==> config.mk <==
export PLATFORM = sky130hd
export DESIGN_NAME = tcp_ctrl
export DESIGN_NICKNAME = d
export VERILOG_FILES = /design/src/rtl/core/tcp_pkg.sv /design/src/rtl/core/tcp_ctrl.sv
export SDC_FILE = /design/constraint.sdc
export NUM_CORES = 1
export LEC_CHECK = 0
export BUFFER_PORTS_ARGS = -buffer_cell sky130_fd_sc_hd__buf_4
export CAP_MARGIN = 30
export CORE_AREA = 2 2 39 41
export CTS_BUF_LIST = sky130_fd_sc_hd__clkbuf_4 sky130_fd_sc_hd__clkbuf_8 sky130_fd_sc_hd__clkbuf_16
export DETAILED_ROUTE_END_ITERATION = 10
export DIE_AREA = 0 0 41 43
export HOLD_SLACK_MARGIN = 0.05
export PLACE_DENSITY = 0.5
export REMOVE_ABC_BUFFERS = 1
export SYNTH_ARGS = -nofsm -noshare
export SYNTH_HDL_FRONTEND = slang
export SYNTH_SLANG_ARGS = --single-unit
==> constraint.sdc <==
create_clock -name i_clk -period 1.4 [get_ports i_clk]
set_clock_uncertainty 0.1 [all_clocks]
set_input_delay 0.14 -clock i_clk [delete_from_list [all_inputs] [get_ports i_clk]]
set_output_delay 0.14 -clock i_clk [all_outputs]
set_load 0.01 [all_outputs]
==> src/rtl/core/tcp_pkg.sv <==
package tcp_pkg;

    // command codes
    localparam logic [1:0] CMD_PUT  = 2'd0;
    localparam logic [1:0] CMD_MOVE = 2'd1;
    localparam logic [1:0] CMD_READ = 2'd2;

    localparam logic [7:0] CH_NUL       = 8'h00;
    localparam logic [7:0] CH_NEWLINE   = 8'h0A;
    localparam logic [7:0] CH_SPACE     = 8'h20;
    localparam logic [7:0] ATTR_PLAIN   = 8'h07;
    localparam logic [7:0] ATTR_POINTER = 8'h70;

    // internal position widths (columns up to 128, rows up to 64)
    localparam int COL_W = 7;
    localparam int ROW_W = 6;

    typedef struct packed {
        logic [1:0]        cmd;
        logic [7:0]        char_byte;
        logic signed [7:0] move_right;
        logic signed [7:0] move_up;
        logic [6:0]        read_column;
        logic [4:0]        read_row;
    } t_item;

    typedef struct packed {
        logic [15:0] cell_value;
        logic [4:0]  pointer_row;
        logic [6:0]  pointer_column;
        logic [4:0]  text_row;
        logic [6:0]  text_column;
    } t_result;

    // controller to datapath
    typedef struct packed {
        logic load;
        logic exec;
        logic sweep;
        logic out_load;
    } t_ctl;

    // datapath to controller
    typedef struct packed {
        logic       blank;
        logic       sweep_last;
    } t_sts;

endpackage

==> src/rtl/core/tcp_ctrl.sv <==
module tcp_ctrl (
    input  logic          i_clk,
    input  logic          i_rst_n,
    input  logic          i_s_valid,
    output logic          o_s_ready,
    output logic          o_m_valid,
    input  logic          i_m_ready,
    output tcp_pkg::t_ctl o_ctl,
    input  tcp_pkg::t_sts i_sts
);
    import tcp_pkg::*;

    typedef enum logic [2:0] {
        ST_INIT,
        ST_IDLE,
        ST_EXEC,
        ST_BLANK,
        ST_DONE
    } t_state;

    t_state r_state, n_state;
    logic   r_m_valid, n_m_valid;

    always_comb begin
        n_state   = r_state;
        n_m_valid = r_m_valid;
        o_ctl     = '0;
        if (r_m_valid && i_m_ready) begin
            n_m_valid = 1'b0;
        end
        case (r_state)
            ST_INIT: begin
                o_ctl.sweep = 1'b1;
                if (i_sts.sweep_last) begin
                    n_state = ST_IDLE;
                end
            end
            ST_IDLE: begin
                if (i_s_valid) begin
                    o_ctl.load = 1'b1;
                    n_state    = ST_EXEC;
                end
            end
            ST_EXEC: begin
                o_ctl.exec = 1'b1;
                n_state    = (i_sts.blank) ? ST_BLANK : ST_DONE;
            end
            ST_BLANK: begin
                o_ctl.sweep = 1'b1;
                if (i_sts.sweep_last) begin
                    n_state = ST_DONE;
                end
            end
            ST_DONE: begin
                // output slot free or emptied this cycle
                if (!r_m_valid || i_m_ready) begin
                    o_ctl.out_load = 1'b1;
                    n_m_valid      = 1'b1;
                    n_state        = ST_IDLE;
                end
            end
            default: begin
                n_state = ST_INIT;
            end
        endcase
    end

    always_ff @(posedge i_clk) begin
        if (!i_rst_n) begin
            r_state   <= ST_INIT;
            r_m_valid <= 1'b0;
        end else begin
            r_state   <= n_state;
            r_m_valid <= n_m_valid;
        end
    end

    assign o_s_ready = (r_state == ST_IDLE);
    assign o_m_valid = r_m_valid;

endmodule

### After elaboration in Yosys (flattened, before gate mapping)

Index checks and enable logic that the tools add are counted.
Widths: inputs -> output; s select.

| word-level totals | value |
|---|---|
| register bits | 4 |
| logic and storage cells | 31 |

| operators by class | value |
|---|---|
| equal/unequal tests | 8 |
| muxes and demuxes | 15 |
| reduce and logical (&&, ||, !) cells | 6 |

Operators with widths:

| cell | count |
|---|---|
| $mux 3 | 5 |
| $pmux 3 s5 | 1 |
| $mux 1 | 9 |
| $ne 2x2->1 const B | 4 |
| $eq 3x2->1 const B | 2 |
| $reduce_and 4->1 | 1 |
| $eq 3x1->1 const B | 1 |
| $eq 3x3->1 const B | 1 |
| $logic_not 3->1 | 1 |
| $reduce_or 2->1 | 1 |
| $logic_and 1x1->1 | 1 |
| $logic_not 1->1 | 1 |
| $logic_or 1x1->1 | 1 |

### Longest topological paths before layout

Gate-level depths: netlist of the first run.

| depth | value |
|---|---|
| depth after elaboration | 4 |
| gate-level depth with buffers | 4 |

### Least setup slack after synthesis of the first run

No wires, ideal clock.

| timing | value |
|---|---|
| path kind | flip-flop to output port |
| start point | reg r_state[1] |
| end point | out o_ctl[0] (netlist name) |
| data arrival time | 851 ps |
| path slack | 309 ps |
| cell stages (with the launch flop) | 4 |
| buffers on the path | 1 |
| cell sequence | dfxtp_1 buf_6 nor3b_2 nor2b_1 |

RTL lines:

| item | line | text |
|---|---|---|
| from (decl) | tcp_ctrl.sv:21 | `t_state r_state, n_state;` |
| from (signal assigned) | tcp_ctrl.sv:73 | `r_state <= n_state;` |
| to (decl) | tcp_ctrl.sv:8 | `output tcp_pkg::t_ctl o_ctl,` |

==> metrics.md, run 1 <==
| Metric | Value |
|---|---|
| Arrival time worst endpoint | `1110 ps` |
| Wire length of the first global-routing pass | `959 µm` |
| Maximum number of pins on one net before global-route repair | `10` |
| Total gr overflow | `0` |
| H-tree depth reported by CTS | `1` |
| TritonCTS sink count | `4` |
| Power density relative to cell area | `944 nW/µm²` |
| Share of the synthesized netlist area taken by xor and xnor gates | `2.95%` |
| DR WL met3 | `16 µm` |
| Layout overhead on the synthesized area | `41.4%` |
| Number of vias after detailed routing | `286` |
| #FFs+latches synth | `4` |
| Pre-antenna DRT Iters | `2` |
| Initial standard-cell utilization of the core | `21.4%` |
| Number of DRC violations after detailed routing | `0` |
| Buffers from clock root to sink, at most | `2` |
| Top FF cell, synth | `sky130_fd_sc_hd__dfxtp_1` |
| Req. time, crit path | `1160 ps` |
| Clock-pin slew on the worst setup and hold paths | `40 ps` |
| WS Path Type | `reg -> out` |
| DIE AREA | `1760 µm²` |
| Via density per instance | `4.54` |
| Core area | `1380 µm²` |
| Mean cell area of the mapped netlist | `8.47 µm²` |
| GRT Resource Usage Total | `8.54%` |
| Post-synthesis simple-gate area fraction | `40.1%` |
| Final weighted congestion of routability-driven global placement | `0.706` |
| Reg2Reg Depth | `3` |
| Layout cells sized above 1 | `44.7%` |
| DIE HEIGHT | `43 µm` |
| Wire length per cell | `10.8 µm` |
| Highest metal layer with signal wires | `met3` |
| Total routed wire length on the met1 layer | `305 µm` |
| Upper clock frequency limit | `743 MHz` |
| Relative max-transition margin | `80.6%` |
| Max capacitance violation total | `0` |
| Slack of the critical path | `53.6 ps` |
| PnR Total Power | `396 µW` |
| Final core area utilization | `30.3%` |
| Number of I/O port buffers | `11` |
| Termination of the worst setup path | `o_ctl[0]` |
| Vias in the first global route | `242` |
| Startpoint of the worst register-to-register path | `o_m_valid$_SDFF_PN0_` |
| Share of synthesized flip-flops with an asynchronous set or reset | `0%` |
| Final Hold Vio Count | `0` |
| Final instance area | `419 µm²` |
| Run status | `completed` |
| Kind of launch point of the worst setup path | `register` |
| Residual antenna-violating net count after detailed routing | `0` |
| Synthesized-area fraction occupied by ao, oa, aoi and oai cells | `18.6%` |
| Pleak | `0.183 nW` |
| Clock latency at the later pin of the worst-skew pair | `230 ps` |
| Total Wirelength | `683 µm` |
| Worst-Margin Slew | `286 ps` |
| Net count of the finished layout | `55` |
| Number of placed I/O pins | `12` |
| Number of placement rows | `14` |
| CTS tree | `done` |
| Unrepaired setup endpoints after global routing | `yes` |
| Dominant combinational cell family by area after synthesis | `simple AND/OR/NAND/NOR gates` |
| CP Max Fanout | `8` |
| Synth warnings | `0` |
| Critical path launch point | `r_state[2]$_SDFFE_PN0P_` |
| Cts bufs inserted | `3` |
| Area share of fa/ha/maj cells after synthesis | `0%` |
| Placement-stage cell area | `369 µm²` |
| Die Span X | `41 µm` |
| Cell at the root of the clock tree | `sky130_fd_sc_hd__clkbuf_4` |
| Final antenna diode count | `0` |
| Setup violations, final | `0` |
| Violation count after the first detailed-route iteration | `5` |
| DP HPWL | `486 µm` |
| Netlist cell types | `22` |
| Max IR drop VDD | `383 µV` |
| Worst reg2reg path endpoint | `r_state[0]$_SDFFE_PN0P_` |
| R2r setup slk | `340 ps` |
| Path class of the lowest-slack min-delay path | `in -> reg` |
| Mux share of post-synthesis cell area | `0%` |
| Final critical delay including setup and external delays | `1350 ps` |
| Depth of the worst hold-timing path | `2` |
| Pre-CTS worst setup slack | `158 ps` |
| Final slew viol count | `0` |
| Kind of end point of the critical path | `primary output` |
| Final worst path period share | `96.2%` |
| Number of antenna violations at the first check in global routing | `0` |
| Seq/Total Area, Yosys | `27.0%` |
| Gate Count Post-Synth | `35` |
| Post-synthesis cell area | `297 µm²` |
| Number of enable-type register cells in the synthesized netlist | `0` |
| Met2 wirelength from detailed routing | `362 µm` |
[per-stage QoR]
step	std cells	hold slack, ps	setup TNS [ps]
3_3_place_gp	59	313	0
4_1_cts	62	68.4	0
6_report	63	69.9	0
3_5_place_dp	59	314	0
5_1_grt	63	72.1	-33.9
2_1_floorplan	32	158	0
[kinds of logic (layout without fill, tap and decap cells)]
logic type / count (synthesis) / in the layout
xor gates and xnor gates: 1 / 1
and+or+nand+nor: 19 / 19
DFF: 4 / 4
AOI/OAI and AO/OA: 7 / 7
buffers and inverters: 4 / 16
[power breakdown]
| group | total [mW] | leakage (nW) | internal [mW] | switching (mW) |
|---|---|---|---|---|
| combinational | 0.109 | 0.134 | 0.0613 | 0.0474 |
| sequential | 0.146 | 0.0347 | 0.124 | 0.0222 |
| clock | 0.141 | 0.0138 | 0.0958 | 0.0452 |
| total | 0.396 | 0.183 | 0.281 | 0.115 |
[layout make-up]
class,instances,area [µm²]
clock buffers,3,22.5
well taps,16,20.0
inverters,1,3.75
multi-input cells,27,191
flip-flops and latches,4,91.3
repair buffers,12,90.1
fillers,158,965
[critical path, cell delays in order (launching register included)]
cell and delay (ps):
sky130_fd_sc_hd__dfxtp_4 370, sky130_fd_sc_hd__nor3b_4 220, sky130_fd_sc_hd__nor2b_1 150, sky130_fd_sc_hd__buf_4 120
[layout by cell type, fill, tap and decap left out]
| master | count |
|---|---|
| sky130_fd_sc_hd__buf_4 | 12 |
| sky130_fd_sc_hd__nor2_1 | 3 |
| sky130_fd_sc_hd__clkbuf_4 | 3 |
| sky130_fd_sc_hd__dfxtp_4 | 3 |
| sky130_fd_sc_hd__and2_1 | 2 |
| sky130_fd_sc_hd__nor2b_1 | 2 |
| sky130_fd_sc_hd__nand2b_1 | 2 |
| sky130_fd_sc_hd__nand4b_1 | 2 |
| sky130_fd_sc_hd__nand2_1 | 2 |
| sky130_fd_sc_hd__nand3b_1 | 2 |
| sky130_fd_sc_hd__inv_1 | 1 |
| sky130_fd_sc_hd__nor3_1 | 1 |
| sky130_fd_sc_hd__nor2b_2 | 1 |
| sky130_fd_sc_hd__xor2_1 | 1 |
| sky130_fd_sc_hd__and3_1 | 1 |
| sky130_fd_sc_hd__nor3b_4 | 1 |
| sky130_fd_sc_hd__o311ai_1 | 1 |
| sky130_fd_sc_hd__a22o_1 | 1 |
| sky130_fd_sc_hd__o211ai_2 | 1 |
| sky130_fd_sc_hd__o21ai_1 | 1 |
| sky130_fd_sc_hd__a21boi_1 | 1 |
| sky130_fd_sc_hd__o21a_1 | 1 |
| sky130_fd_sc_hd__a21oi_1 | 1 |
| sky130_fd_sc_hd__dfxtp_1 | 1 |
[how the worst min path moves through the flow]
| stage | slack (ps) | to | startpoint |
|---|---|---|---|
| 6_report | 70 | o_m_valid$_SDFF_PN0_ | i_rst_n |
| 5_1_grt | 70 | o_m_valid$_SDFF_PN0_ | i_rst_n |
| 4_1_cts | 70 | o_m_valid$_SDFF_PN0_ | i_rst_n |
| 3_5_place_dp | 310 | o_m_valid$_SDFF_PN0_ | i_rst_n |
| 3_3_place_gp | 310 | o_m_valid$_SDFF_PN0_ | i_rst_n |
| 2_1_floorplan | 160 | o_m_valid$_SDFF_PN0_ | i_rst_n |
[state kept, by name, summed over array words and instances (netlist names)]
name,count
r_state,3
o_m_valid,1
[synthesized netlist by cell type, types with 2 or more instances]
cell type | count | area, µm²
sky130_fd_sc_hd__nand3b_1 | 2 | 15.0
sky130_fd_sc_hd__nor2b_1 | 3 | 18.8
sky130_fd_sc_hd__nand4b_1 | 2 | 17.5
sky130_fd_sc_hd__and2_1 | 2 | 12.5
sky130_fd_sc_hd__nor2_1 | 3 | 11.3
sky130_fd_sc_hd__nand2b_1 | 2 | 12.5
sky130_fd_sc_hd__buf_6 | 2 | 22.5
sky130_fd_sc_hd__nand2_1 | 2 | 7.51
sky130_fd_sc_hd__dfxtp_1 | 4 | 80.1
[what timing repair did]
item,4_1_cts,5_1_grt
endpoints found under the setup margin,3,2
hold buffers,0,0
pin swaps,0,1
gates resized for setup,3,5
buffers inserted,0,1
[layer usage]
metal,track usage (%),vias to the layer above
met5,0,-
met4,6.00,0
met3,4.71,0
met2,11.6,2
met1,9.68,137
li1,-,147
Power figures use the tool's default switching activity.
==> run 2, diff against run 1 <==
Settings changed: GPL_TIMING_DRIVEN set to 0, RECOVER_POWER set to 50.
==> metrics.md, run 2 (synthesized netlist as in run 1, its figures left out) <==
| Metric | Value |
|---|---|
| WS Path Type | `reg -> out (unchanged)` |
| DIE HEIGHT | `43 µm (unchanged)` |
| Placed insts | `59 (unchanged)` |
| Max IR drop VDD | `440 µV (was 383 µV)` |
| Startpoint of the most critical hold path | `i_rst_n (unchanged)` |
| Most flop-heavy register | `r_state (unchanged)` |
| Final critical delay including setup and external delays | `1350 ps (about the same)` |
| Setup violations, final | `0 (unchanged)` |
| R2r setup slk | `320 ps (was 340 ps)` |
| Layout cells sized above 1 | `42.6% (was 44.7%)` |
| PnR Total Power | `385 µW (was 396 µW)` |
| Worst reg2reg path endpoint | `r_state[2]$_SDFFE_PN0P_ (was r_state[0]$_SDFFE_PN0P_)` |
| Number of DRC violations after detailed routing | `0 (unchanged)` |
| H-tree depth reported by CTS | `1 (unchanged)` |
| Net count of the finished layout | `55 (unchanged)` |
| Residual antenna-violating net count after detailed routing | `0 (unchanged)` |
| DIE AREA | `1760 µm² (unchanged)` |
| Kind of launch point of the worst setup path | `register (unchanged)` |
| DP HPWL | `472 µm (was 486 µm)` |
| Power density relative to cell area | `953 nW/µm² (was 944 nW/µm²)` |
| Hold Path Sink | `o_m_valid$_SDFF_PN0_ (unchanged)` |
| Number of placed I/O pins | `12 (unchanged)` |
| Worst-Margin Slew | `306 ps (was 286 ps)` |
| Critical path launch point | `r_state[2]$_SDFFE_PN0P_ (unchanged)` |
| Number of antenna violations at the first check in global routing | `0 (unchanged)` |
| Final Hold Vio Count | `0 (unchanged)` |
| Buffers from clock root to sink, at most | `2 (unchanged)` |
| Final core area utilization | `29.2% (was 30.3%)` |
| Final weighted congestion of routability-driven global placement | `0.642 (was 0.706)` |
| Kind of end point of the critical path | `primary output (unchanged)` |
| Final instance area | `404 µm² (was 419 µm²)` |
| Max capacitance violation total | `0 (unchanged)` |
| Reg2Reg Depth | `4 (was 3)` |
| Upper clock frequency limit | `742 MHz (was 743 MHz)` |
| Relative max-transition margin | `79.3% (was 80.6%)` |
| Violation count after the first detailed-route iteration | `1 (was 5)` |
| Setup TNS Final | `0 ps (unchanged)` |
| Max reg flops | `3 (unchanged)` |
| Pre-antenna DRT Iters | `2 (unchanged)` |
| Total gr overflow | `0 (unchanged)` |
| Largest stage delay on the critical path | `390 ps (was 370 ps)` |
| Clock-pin slew on the worst setup and hold paths | `30 ps (was 40 ps)` |
| Commonest cells after routing, fill and taps aside | `11 x sky130_fd_sc_hd__buf_4, 3 x sky130_fd_sc_hd__nor2_1, 3 x sky130_fd_sc_hd__clkbuf_4 (was 12 x sky130_fd_sc_hd__buf_4, 3 x sky130_fd_sc_hd__nor2_1, 3 x sky130_fd_sc_hd__clkbuf_4, 3 x sky130_fd_sc_hd__dfxtp_4)` |
| Final worst path period share | `96.2% (about the same)` |
| TritonCTS sink count | `4 (unchanged)` |
| Layout overhead on the synthesized area | `36.3% (was 41.4%)` |
| Core area | `1380 µm² (unchanged)` |
| Clock latency at the later pin of the worst-skew pair | `230 ps (about the same)` |
| Final slew viol count | `0 (unchanged)` |
| Non-filler cells, final | `63 (unchanged)` |
| Arrival time worst endpoint | `1110 ps (about the same)` |
| Wire length per cell | `9.48 µm (was 10.8 µm)` |
| Initial standard-cell utilization of the core | `21.4% (unchanged)` |
| Via density per instance | `4.40 (was 4.54)` |
| GRT Resource Usage Total | `8.63% (was 8.54%)` |
| Maximum number of pins on one net before global-route repair | `10 (unchanged)` |
| Leading cell type in the layout, fill and taps excluded | `sky130_fd_sc_hd__buf_4 (unchanged)` |
| Cells along the critical path | `nor3b_2 -> nor2b_1 -> buf_4 (was nor3b_4 -> nor2b_1 -> buf_4)` |
| Depth of the worst hold-timing path | `2 (unchanged)` |
| Run status | `completed (unchanged)` |
| Number of vias after detailed routing | `277 (was 286)` |
| Critical-path cell with the highest stage delay | `sky130_fd_sc_hd__dfxtp_2 (was sky130_fd_sc_hd__dfxtp_4)` |
| Placement-stage cell area | `369 µm² (unchanged)` |
| Wire length of the first global-routing pass | `966 µm (was 959 µm)` |
| CP Max Fanout | `9 (was 8)` |
| Pleak | `0.179 nW (was 0.183 nW)` |
| Cts bufs inserted | `3 (unchanged)` |
| CTS tree | `done (unchanged)` |
| Number of I/O port buffers | `11 (unchanged)` |
| Req. time, crit path | `1160 ps (about the same)` |
| Path class of the lowest-slack min-delay path | `in -> reg (unchanged)` |
| Unrepaired setup endpoints after global routing | `yes (unchanged)` |
| Hold Buf Count CTS | `0 (unchanged)` |
| Number of placement rows | `14 (unchanged)` |
| Vias in the first global route | `239 (was 242)` |
| Cell at the root of the clock tree | `sky130_fd_sc_hd__clkbuf_4 (unchanged)` |
| Final antenna diode count | `0 (unchanged)` |
| Startpoint of the worst register-to-register path | `r_state[2]$_SDFFE_PN0P_ (was o_m_valid$_SDFF_PN0_)` |
| Die Span X | `41 µm (unchanged)` |
| Total Wirelength | `597 µm (was 683 µm)` |
run 2: cell count changes in the layout (fill, tap and decap cells not counted):
cell / previous run / this run
sky130_fd_sc_hd__dfxtp_4: 3 / 1
sky130_fd_sc_hd__clkbuf_1: 0 / 1
sky130_fd_sc_hd__nor3b_4: 1 / 0
sky130_fd_sc_hd__dfxtp_2: 0 / 2
sky130_fd_sc_hd__nor3b_2: 0 / 1
sky130_fd_sc_hd__buf_4: 12 / 11
run 2: where the power goes:
part           switching, mW  leakage [nW]  total, mW  internal [mW]
registers             0.0196        0.0341      0.144          0.125
logic                 0.0444         0.131      0.104         0.0600
clock network         0.0408        0.0138      0.136         0.0955
total                  0.105         0.179      0.385          0.280
run 2: final cells by class:
class                      instances  area (µm²)
clock buffer                       3        22.5
fill                             157         980
inverter                           1        3.75
multi-input combinational         27         185
sequential                         4        86.3
tap                               16        20.0
timing repair buffer              12        86.3
run 2: metrics by stage:
step	hold WS [ps]	setup slack (ps)
floorplan	158	297
global placement	308	164
detailed placement	310	164
CTS	67.0	1.58
global route	75.7	-31.1
finish	76.4	52.6
run 2: worst max path at each step:
stage,to,slack [ps],cells after the start
after floorplan,o_ctl[0],300,2
after global placement,o_ctl[0],160,3
after detailed placement,o_ctl[0],160,3
after CTS,o_ctl[0],2,3
after global routing,o_ctl[0],-30,3
final,o_ctl[0],50,3
run 2: repair_timing:
item                       CTS  global route
pin swaps                    0             1
hold endpoints to repair     0             0
resized for setup            2             3
setup endpoints to repair    3             4
setup buffers                0             1
run 2: worst max-delay path: cells and delay by family (launching register included):
kind          cells  cell delay, ps
buf+inv           1             120
flops             1             390
simple gates      2             360
run 2: routing by layer:
layer / up-vias / GRT usage, % / share of wire, %
met1: 128 / 11.3 / 44
met5: - / 0 / 0
met4: 0 / 8.00 / 0
li1: 147 / - / -
met3: 0 / 3.14 / 2.7
met2: 2 / 10.3 / 53
